[src/hw/rtl/crpd_pkg.sv]
// ----------------------------------------------------------------------------
// crpd_pkg
// Shared types and constants of the cell run-length pixel decoder.
// ----------------------------------------------------------------------------
package crpd_pkg;

  localparam int unsigned MAX_WIDTH  = 320;
  localparam int unsigned MAX_HEIGHT = 200;

  localparam logic [7:0] SKIP_HDR_MIN = 8'hC0;
  localparam logic [7:0] SKIP_MASK    = 8'h3F;
  localparam logic [7:0] RUN_HDR_MIN  = 8'h80;
  localparam logic [7:0] COUNT_MASK   = 8'h7F;

  // Control from the sequencer to the raster position unit.
  typedef struct packed {
    logic       clear;    // start of a new cell: reset position, load size
    logic [8:0] width;
    logic [7:0] height;
    logic       advance;  // one pixel was emitted
  } pos_ctrl_t;

  // Status from the raster position unit.
  typedef struct packed {
    logic [8:0] col;
    logic [7:0] row;
    logic       done;       // cell area already complete
    logic       full_next;  // the pixel at col/row completes the area
  } pos_stat_t;

endpackage

[src/hw/rtl/cell_rle_pixel_decoder_top.sv]
// ----------------------------------------------------------------------------
// cell_rle_pixel_decoder_top
// Byte-serial run-length sprite cell decoder, one pixel per unstalled cycle.
// ----------------------------------------------------------------------------
// The byte transfer loads the count and value; each pixel then moves into the
// output register when a slot is free, one pixel per cycle while the sink takes
// them. The input is held while a byte's pixels are emitted; headers that emit
// nothing leave the sequencer idle, and a byte whose pixels are all dropped
// because the cell is full still passes through the emit state.
// Reset: asynchronous, active low; parser expects a header, 1 by 1 cell.
module cell_rle_pixel_decoder_top import crpd_pkg::*; (
  input  logic       clk_i,
  input  logic       rst_ni,
  // background color register
  input  logic       cfg_we_i,
  input  logic [7:0] cfg_wdata_i,
  // coded byte stream
  input  logic       in_valid_i,
  output logic       in_ready_o,
  input  logic       start_cell_i,
  input  logic [8:0] cell_width_i,
  input  logic [7:0] cell_height_i,
  input  logic [7:0] data_byte_i,
  // pixel stream
  output logic       out_valid_o,
  input  logic       out_ready_i,
  output logic [7:0] pixel_value_o,
  output logic [8:0] pixel_x_o,
  output logic [7:0] pixel_y_o,
  output logic       last_of_item_o,
  output logic       cell_full_o
);

  // Sequencer: idle waits for a byte, emit pushes one pixel per free slot.
  typedef enum logic [1:0] {
    ST_IDLE = 2'b01,
    ST_EMIT = 2'b10
  } seq_state_e;

  // Parser mode: what the next byte means.
  typedef enum logic [2:0] {
    MODE_HEADER  = 3'b001,
    MODE_RUNVAL  = 3'b010,
    MODE_LITERAL = 3'b100
  } parse_mode_e;

  seq_state_e  state_q, state_d;
  parse_mode_e mode_q, mode_d, mode_eff;
  logic [6:0]  pend_q, pend_d, pend_eff, pend_dec;
  logic [5:0]  cnt_q, cnt_d, cnt_new;
  logic [7:0]  value_q, value_d, value_new;
  logic [7:0]  bg_q;

  logic        out_valid_q, out_valid_d;
  logic [7:0]  pix_value_q;
  logic [8:0]  pix_x_q;
  logic [7:0]  pix_y_q;
  logic        pix_last_q;
  logic        pix_full_q;

  logic        in_xfer;
  logic        slot_free;
  logic        emit_fire;
  logic        emit_last;

  pos_ctrl_t   pos_ctrl;
  pos_stat_t   pos_stat;

  assign in_ready_o = (state_q == ST_IDLE);
  assign in_xfer    = in_valid_i && in_ready_o;
  assign slot_free  = !out_valid_q || out_ready_i;
  assign emit_fire  = (state_q == ST_EMIT) && !pos_stat.done && slot_free;
  // A pixel ends the byte's results when the count runs out or the cell fills.
  assign emit_last  = (cnt_q == 6'd1) || pos_stat.full_next;

  // A start byte abandons any pending run or literal count.
  assign mode_eff = start_cell_i ? MODE_HEADER : mode_q;
  assign pend_eff = start_cell_i ? 7'd0 : pend_q;
  assign pend_dec = pend_eff - 7'd1;

  // Byte parser: works out the new mode and how many pixels this byte causes.
  always_comb begin
    mode_d    = mode_q;
    pend_d    = pend_q;
    cnt_new   = '0;
    value_new = data_byte_i;
    if (in_xfer) begin
      unique case (mode_eff)
        MODE_RUNVAL: begin
          // Run headers carry at most 63, so the low six bits are the count.
          cnt_new = pend_eff[5:0];
          pend_d  = '0;
          mode_d  = MODE_HEADER;
        end
        MODE_LITERAL: begin
          cnt_new = 6'd1;
          pend_d  = pend_dec;
          mode_d  = (pend_dec == '0) ? MODE_HEADER : MODE_LITERAL;
        end
        MODE_HEADER: begin
          if (data_byte_i >= SKIP_HDR_MIN) begin
            cnt_new   = 6'(data_byte_i & SKIP_MASK);
            value_new = bg_q;
            pend_d    = pend_eff;
            mode_d    = MODE_HEADER;
          end else if (data_byte_i >= RUN_HDR_MIN) begin
            pend_d = 7'(data_byte_i & COUNT_MASK);
            mode_d = MODE_RUNVAL;
          end else begin
            pend_d = 7'(data_byte_i & COUNT_MASK);
            mode_d = (pend_d != '0) ? MODE_LITERAL : MODE_HEADER;
          end
        end
        default: begin
          mode_d = MODE_HEADER;
          pend_d = '0;
        end
      endcase
    end
  end

  // Sequencer.
  always_comb begin
    state_d = state_q;
    cnt_d   = cnt_q;
    value_d = value_q;
    unique case (state_q)
      ST_IDLE: begin
        if (in_xfer && (cnt_new != '0)) begin
          state_d = ST_EMIT;
          cnt_d   = cnt_new;
          value_d = value_new;
        end
      end
      ST_EMIT: begin
        if (pos_stat.done) begin
          // The cell is complete: the rest of the run is dropped.
          state_d = ST_IDLE;
          cnt_d   = '0;
        end else if (slot_free) begin
          cnt_d = cnt_q - 6'd1;
          if (emit_last) begin
            state_d = ST_IDLE;
            cnt_d   = '0;
          end
        end
      end
      default: begin
        state_d = ST_IDLE;
        cnt_d   = '0;
      end
    endcase
  end

  assign pos_ctrl.clear   = in_xfer && start_cell_i;
  assign pos_ctrl.width   = cell_width_i;
  assign pos_ctrl.height  = cell_height_i;
  assign pos_ctrl.advance = emit_fire;

  crpd_pos u_pos (
    .clk_i  (clk_i),
    .rst_ni (rst_ni),
    .ctrl_i (pos_ctrl),
    .stat_o (pos_stat)
  );

  always_ff @(posedge clk_i or negedge rst_ni) begin
    if (!rst_ni) begin
      state_q <= ST_IDLE;
      mode_q  <= MODE_HEADER;
      pend_q  <= '0;
      cnt_q   <= '0;
      bg_q    <= '0;
    end else begin
      state_q <= state_d;
      mode_q  <= mode_d;
      pend_q  <= pend_d;
      cnt_q   <= cnt_d;
      if (cfg_we_i) begin
        bg_q <= cfg_wdata_i;
      end
    end
  end

  always_ff @(posedge clk_i) begin
    value_q <= value_d;
  end

  // Output register: lets the next byte transfer while the last pixel waits.
  assign out_valid_d = emit_fire ? 1'b1 : (out_ready_i ? 1'b0 : out_valid_q);

  always_ff @(posedge clk_i or negedge rst_ni) begin
    if (!rst_ni) begin
      out_valid_q <= 1'b0;
    end else begin
      out_valid_q <= out_valid_d;
    end
  end

  always_ff @(posedge clk_i) begin
    if (emit_fire) begin
      pix_value_q <= value_q;
      pix_x_q     <= pos_stat.col;
      pix_y_q     <= pos_stat.row;
      pix_last_q  <= emit_last;
      pix_full_q  <= pos_stat.full_next;
    end
  end

  assign out_valid_o    = out_valid_q;
  assign pixel_value_o  = pix_value_q;
  assign pixel_x_o      = pix_x_q;
  assign pixel_y_o      = pix_y_q;
  assign last_of_item_o = pix_last_q;
  assign cell_full_o    = pix_full_q;

  // No pixel is produced once the cell area is complete.
  assert property (@(posedge clk_i) disable iff (!rst_ni)
    emit_fire |-> !pos_stat.done)
    else $error("pixel emitted after cell full");

  // The pixel that fills the cell leaves the position unit marked done.
  assert property (@(posedge clk_i) disable iff (!rst_ni)
    (emit_fire && pos_stat.full_next) |=> pos_stat.done)
    else $error("area not marked done after filling pixel");

  // The last pixel of a byte returns the sequencer to idle.
  assert property (@(posedge clk_i) disable iff (!rst_ni)
    (emit_fire && emit_last) |=> (state_q == ST_IDLE))
    else $error("sequencer still emitting after last pixel");

  // While emitting, pixels remain to be sent.
  assert property (@(posedge clk_i) disable iff (!rst_ni)
    (state_q == ST_EMIT) |-> (cnt_q != '0))
    else $error("emitting with zero pixel count");

endmodule

[src/hw/rtl/crpd_pos.sv]
// ----------------------------------------------------------------------------
// crpd_pos
// Raster position unit: one increment-and-compare step per emitted pixel.
// ----------------------------------------------------------------------------
module crpd_pos import crpd_pkg::*; (
  input  logic      clk_i,
  input  logic      rst_ni,
  input  pos_ctrl_t ctrl_i,
  output pos_stat_t stat_o
);

  logic [8:0] col_q, col_d;
  logic [7:0] row_q, row_d;
  logic [8:0] width_q, width_d;
  logic [7:0] height_q, height_d;
  logic       done_q, done_d;

  logic [9:0] col_inc;
  logic [8:0] row_inc;
  logic       row_end;
  logic       area_end;

  assign col_inc  = {1'b0, col_q} + 10'd1;
  assign row_inc  = {1'b0, row_q} + 9'd1;
  assign row_end  = (col_inc >= {1'b0, width_q});
  assign area_end = row_end && (row_inc >= {1'b0, height_q});

  always_comb begin
    col_d    = col_q;
    row_d    = row_q;
    width_d  = width_q;
    height_d = height_q;
    done_d   = done_q;
    if (ctrl_i.clear) begin
      col_d  = '0;
      row_d  = '0;
      done_d = 1'b0;
      if (ctrl_i.width == '0) begin
        width_d = 9'd1;
      end else if ({1'b0, ctrl_i.width} > 10'(MAX_WIDTH)) begin
        width_d = 9'(MAX_WIDTH);
      end else begin
        width_d = ctrl_i.width;
      end
      if (ctrl_i.height == '0) begin
        height_d = 8'd1;
      end else if ({1'b0, ctrl_i.height} > 9'(MAX_HEIGHT)) begin
        height_d = 8'(MAX_HEIGHT);
      end else begin
        height_d = ctrl_i.height;
      end
    end else if (ctrl_i.advance && !done_q) begin
      if (row_end) begin
        col_d = '0;
        if (area_end) begin
          row_d  = '0;
          done_d = 1'b1;
        end else begin
          row_d = row_inc[7:0];
        end
      end else begin
        col_d = col_inc[8:0];
      end
    end
  end

  always_ff @(posedge clk_i or negedge rst_ni) begin
    if (!rst_ni) begin
      col_q    <= '0;
      row_q    <= '0;
      width_q  <= 9'd1;
      height_q <= 8'd1;
      done_q   <= 1'b0;
    end else begin
      col_q    <= col_d;
      row_q    <= row_d;
      width_q  <= width_d;
      height_q <= height_d;
      done_q   <= done_d;
    end
  end

  assign stat_o.col       = col_q;
  assign stat_o.row       = row_q;
  assign stat_o.done      = done_q;
  assign stat_o.full_next = area_end;

endmodule

[config.mk]
export PLATFORM = sky130hd
export DESIGN_NAME = cell_rle_pixel_decoder_top
export DESIGN_NICKNAME = d
export VERILOG_FILES = /design/src/hw/rtl/crpd_pkg.sv /design/src/hw/rtl/cell_rle_pixel_decoder_top.sv /design/src/hw/rtl/crpd_pos.sv
export SDC_FILE = /design/constraint.sdc
export NUM_CORES = 1
export LEC_CHECK = 0
export BUFFER_PORTS_ARGS = -buffer_cell sky130_fd_sc_hd__buf_2
export CORE_MARGIN = 3
export CORE_UTILIZATION = 25
export CTS_CLUSTER_SIZE = 8
export DETAILED_ROUTE_END_ITERATION = 8
export PLACE_DENSITY = 0.45
export RECOVER_POWER = 50
export REMOVE_ABC_BUFFERS = 1
export SYNTH_ARGS = -nofsm -noshare
export SYNTH_HDL_FRONTEND = slang
export SYNTH_HIERARCHICAL = 1
export SYNTH_SLANG_ARGS = --single-unit
export TNS_END_PERCENT = 20
[constraint.sdc]
create_clock -name clk_i -period 8.7 [get_ports clk_i]
set_input_delay 1.74 -clock clk_i [delete_from_list [all_inputs] [get_ports clk_i]]
set_output_delay 1.74 -clock clk_i [all_outputs]
set_load 0.01 [all_outputs]
==> impl_table.tex <==
\begin{tabular}{lr}
\hline
Metric & Value \\
\hline
\multicolumn{2}{l}{\textbf{Synth}} \\
\quad Synthesis warning total & 6 \\
\quad Share of the synthesized area in the top cell type & 28.5\% \\
\quad Flop and latch count out of synthesis & 97 \\
\quad Post-synth top area cell & sky130\_fd\_sc\_hd\_\_dfrtp\_1 \\
\quad Synth unique cells & just under 80 \\
\quad Post-synth top flop & sky130\_fd\_sc\_hd\_\_dfrtp\_1 \\
\quad Ranking of synthesized cells by instance count & sky130\_fd\_sc\_hd\_\_dfrtp\_1, sky130\_fd\_sc\_hd\_\_nand2\_1, sky130\_fd\_sc\_hd\_\_edfxtp\_1 \\
\quad Number of synthesized flops with an enable pin & 35 \\
\quad Main area contributors after synthesis & sky130\_fd\_sc\_hd\_\_dfrtp\_1, sky130\_fd\_sc\_hd\_\_edfxtp\_1, sky130\_fd\_sc\_hd\_\_ha\_1 \\
\quad Dominant cell by count in the synthesized netlist & sky130\_fd\_sc\_hd\_\_dfrtp\_1 \\
\quad Fraction of synthesis flops using an asynchronous set or reset pin & between 60\% and 70\% \\
\quad Synth Instances & 461 \\
\quad Average cell area after synthesis & 11.1 um2 \\
\quad Mapped Area & 0.00510 mm2 \\
\quad Fraction of the yosys area taken by sequential cells & 51.1\% \\
\multicolumn{2}{l}{\textbf{Pwr}} \\
\quad Highest ir drop seen on vdd & around 0.13 mV \\
\quad Flop pwr share & 41.0\% \\
\quad Logic pwr share & 32.6\% \\
\quad Part of the power in the clock network & approximately a quarter \\
\quad Switching part of the total & about 36\% \\
\quad Switching power of the nets & about 0.00057 W \\
\quad Total Power & 0.00159 W \\
\quad Internal portion of total power & 0.00102 W \\
\quad Leakage power total & between 2 and 3 nW \\
\quad Power density over cell area & between 200 and 300 mW/mm2 \\
\multicolumn{2}{l}{\textbf{Worst setup path}} \\
\quad Largest stage delay on the critical path & 2460 ps \\
\quad Critical path fanouts, max & 62 \\
\quad Category of the worst setup path capture point & asynchronous set/reset pin \\
\quad Critical path cell sequence & buf\_2 > clkbuf\_1 \\
\quad Critical path arrival & between 4000 and 5000 ps \\
\quad Launching instance or port of the critical path & rst\_ni \\
\quad Crit path required time & 8350 ps \\
\quad Worst path buffer plus inverter count & 2 \\
\quad Path type of the worst setup path & in2async \\
\quad Cell family with the largest share of critical-path delay & buffers and inverters \\
\quad Reg-to-Reg End & cnt\_q[4]\$\_DFFE\_PN0P\_ \\
\quad Launching point of the worst reg2reg path & u\_pos/row\_q[0]\$\_DFFE\_PN0P\_ \\
\quad Count of cells along the worst register-to-register path & 15 \\
\quad CP endpoint & bg\_q[0]\$\_DFFE\_PN0P\_ \\
\quad Worst setup slack for register-to-register paths & 5100 ps \\
\quad Number of logic stages on the critical path including buffering & 2 \\
\quad Startpoint type of the worst setup path & input port \\
\quad Critical-path cell with the highest stage delay & sky130\_fd\_sc\_hd\_\_clkbuf\_1 \\
\multicolumn{2}{l}{\textbf{Timing}} \\
\quad Unrepaired setup endpoints after global routing & no \\
\quad Fin Clk Skew & 8.57 ps \\
\quad Total negative slack for setup checks & 0 ps \\
\quad Least-Margin Pin Slew & 3530 ps \\
\quad Maximum operating frequency & 0.214 GHz \\
\quad Least setup slack across all paths after layout & 4020 ps \\
\quad Worst max-slew margin expressed relative to the limit & -135\% \\
\quad Endpoints failing setup & 0 \\
\quad Final worst path period need & 4680 ps \\
\quad Final cycle utilization of the critical path & between 50\% and 60\% \\
\quad Final Max Tran Viols & 93 \\
\quad Final number of hold-violating endpoints & 0 \\
\multicolumn{2}{l}{\textbf{Final layout}} \\
\quad Filler Cell Count & around 2100 \\
\quad Antenna fix cells & 0 \\
\quad Fraction of layout cells with a size suffix above 1 & 25.3\% \\
\quad Number of nets at the end of the flow & 592 \\
\quad Growth of design area from synthesis to finish & 18.1\% \\
\quad Final non-filler cell total & around 800 \\
\multicolumn{2}{l}{\textbf{Route}} \\
\quad Overall routed net length & about 12000 um \\
\quad Via density & 4.73 \\
\quad ANT nets after route & 0 \\
\quad \# DRC & 0 \\
\quad Detailed-routing iteration count for the pre-antenna-repair pass & 4 \\
\quad Count of vias placed by the detailed router & approximately 3800 \\
\quad Detail-routed net length per standard cell & approximately 16 um \\
\quad Initial drt markers & between 200 and 250 \\
\multicolumn{2}{l}{\textbf{Outcome}} \\
\quad Failing checks & capacitance limit, slew limit \\
\quad Run status & finished, violations left \\
\multicolumn{2}{l}{\textbf{Floorplan}} \\
\quad Count of standard-cell rows & 51 \\
\quad Initial core utilization & 25.8\% \\
\quad Total die area & between 0.02 and 0.025 mm2 \\
\quad Die X & 149 um \\
\quad Die height & 149 um \\
\quad \# IOs & 68 \\
\quad Floorplan core area & 0.0198 mm2 \\
\multicolumn{2}{l}{\textbf{Job}} \\
\quad Max Cap Viol & 2 \\
\multicolumn{2}{l}{\textbf{Clocking}} \\
\quad H-Tree Depth & 3 \\
\quad TritonCTS clock tree & done \\
\quad \# Post-CTS Setup Buffers & 0 \\
\quad Resized Gates After CTS & 0 \\
\quad Clock Pin Slew Worst Setup and Hold Paths & $\sim$60 ps \\
\quad \# clock sinks & 97 \\
\quad Cell at the root of the clock tree & sky130\_fd\_sc\_hd\_\_clkbuf\_16 \\
\quad Clock latency on the worst-skew pair & 350 ps \\
\quad Maximum clock path buffer count & 2 \\
\quad Cts bufs inserted & 9 \\
\quad Count of hold buffers inserted by post-cts repair & 0 \\
\multicolumn{2}{l}{\textbf{Global route}} \\
\quad Wire length of the first global-routing pass & 20000 um \\
\quad Number of global-route vias before repair & around 3800 \\
\quad Congestion Overflow GR & 0 \\
\quad GRT Total Usage & 11.3\% \\
\quad Pin count of the biggest net entering global routing & 63 \\
\quad Number of antenna violations at the first check in global routing & 0 \\
\multicolumn{2}{l}{\textbf{Placement}} \\
\quad IO Port Bufs & between 60 and 70 \\
\quad Placed cell count & 782 \\
\quad Worst slack after detailed placement & 5050 ps \\
\quad HPWL reported at the end of detailed placement & 9280 um \\
\quad Final estimated routing congestion in global placement & about 0.83 \\
\multicolumn{2}{l}{\textbf{Worst hold path}} \\
\quad Path category of the worst min-delay check & reg2reg \\
\hline
\end{tabular}
==> how the worst min path moves through the flow <==
stage                                    start                    endpoint  slack (ps)  cells after the start
after floorplan           value_q[0]$_DFFE_PP_  pixel_value_o[0]$_DFFE_PP_         400                      0
after global placement    value_q[7]$_DFFE_PP_  pixel_value_o[7]$_DFFE_PP_         410                      0
after detailed placement  value_q[7]$_DFFE_PP_  pixel_value_o[7]$_DFFE_PP_         400                      0
after CTS                 value_q[7]$_DFFE_PP_  pixel_value_o[7]$_DFFE_PP_         420                      0
after global routing      value_q[7]$_DFFE_PP_  pixel_value_o[7]$_DFFE_PP_         430                      0
final                     value_q[7]$_DFFE_PP_  pixel_value_o[7]$_DFFE_PP_         420                      0
==> cells by family after synthesis <==
kind of cell | share of synthesized area, %
buf+inv | 3.80
fa+ha+maj | 6.13
flops | 51.1
mux | 3.51
xor+xnor | 2.23
simple gates | 14.7
compound gates | 18.5
==> through the flow <==
| step | instance area (um2) | hold WS [ps] | util, % |
|---|---|---|---|
| finish | 6020 | 418 | 30.4 |
| global route | 6020 | 425 | 30.4 |
| CTS | 6030 | 420 | 30.5 |
| detailed placement | 5720 | 405 | 28.9 |
| global placement | 5720 | 411 | 28.9 |
| floorplan | 5020 | 400 | - |
==> state kept, by name, summed over array words and instances, names as in the netlist, 3 cells and up <==
register / flops
pixel_x_o: 9
u_pos/col_q: 9
u_pos/width_q: 9
bg_q: 8
pixel_value_o: 8
pixel_y_o: 8
u_pos/height_q: 8
u_pos/row_q: 8
value_q: 8
pend_q: 7
cnt_q: 6
mode_q: 3
==> area by class of cell <==
class	count	area [um2]	share of cell area [%]
Clock buffer	12	258	4.28
Clock inverter	4	57.6	0.956
Inverter	31	116	1.93
Multi-Input combinational cell	319	2300	38.2
Sequential cell	97	2610	43.3
Tap cell	265	332	5.50
Timing Repair Buffer	70	349	5.80
==> power by group through the flow <==
stage | combinational [W] | clock, W | sequential, W
finish | 0.000519 | 0.000420 | 0.000652
global route | 0.000583 | 0.000451 | 0.000666
CTS | 0.000523 | 0.000438 | 0.000652
detailed placement | 0.000521 | 0 | 0.000660
global placement | 0.000518 | 0 | 0.000660
floorplan | 0.000382 | 0 | 0.000641
==> routing by layer <==
| metal | global-route usage (%) | routed length (um) | vias to the layer above |
|---|---|---|---|
| li1 | - | - | 1837 |
| met1 | 14.6 | 5660 | 1847 |
| met2 | 18.9 | 6080 | 84 |
| met3 | 2.80 | 543 | 7 |
| met4 | 3.30 | 92 | 0 |
| met5 | 0 | 0 | - |
==> cell usage in the layout (no fill, tap or decap), types with 4 or more instances in the layout <==
cell type,instances
sky130_fd_sc_hd__ha_1,25
sky130_fd_sc_hd__xor2_1,5
sky130_fd_sc_hd__a32oi_1,4
sky130_fd_sc_hd__mux2_2,15
sky130_fd_sc_hd__a22o_1,12
sky130_fd_sc_hd__a21oi_1,16
sky130_fd_sc_hd__nand4_1,6
sky130_fd_sc_hd__dfstp_2,4
sky130_fd_sc_hd__edfxtp_1,35
sky130_fd_sc_hd__o21ai_1,4
sky130_fd_sc_hd__a31oi_1,4
sky130_fd_sc_hd__o22ai_1,6
sky130_fd_sc_hd__nand2_1,46
sky130_fd_sc_hd__clkbuf_1,5
sky130_fd_sc_hd__o21ai_2,4
sky130_fd_sc_hd__buf_2,66
sky130_fd_sc_hd__o21ai_0,24
sky130_fd_sc_hd__xnor2_1,8
sky130_fd_sc_hd__dfrtp_1,58
sky130_fd_sc_hd__inv_1,31
sky130_fd_sc_hd__nor2_1,27
sky130_fd_sc_hd__a22oi_1,5
sky130_fd_sc_hd__nand2b_1,4
sky130_fd_sc_hd__a21o_1,6
sky130_fd_sc_hd__clkbuf_16,10
sky130_fd_sc_hd__nor3_1,9
sky130_fd_sc_hd__a21oi_2,5
sky130_fd_sc_hd__nand3_1,13
Note: power is estimated with default switching activity, not from simulation.
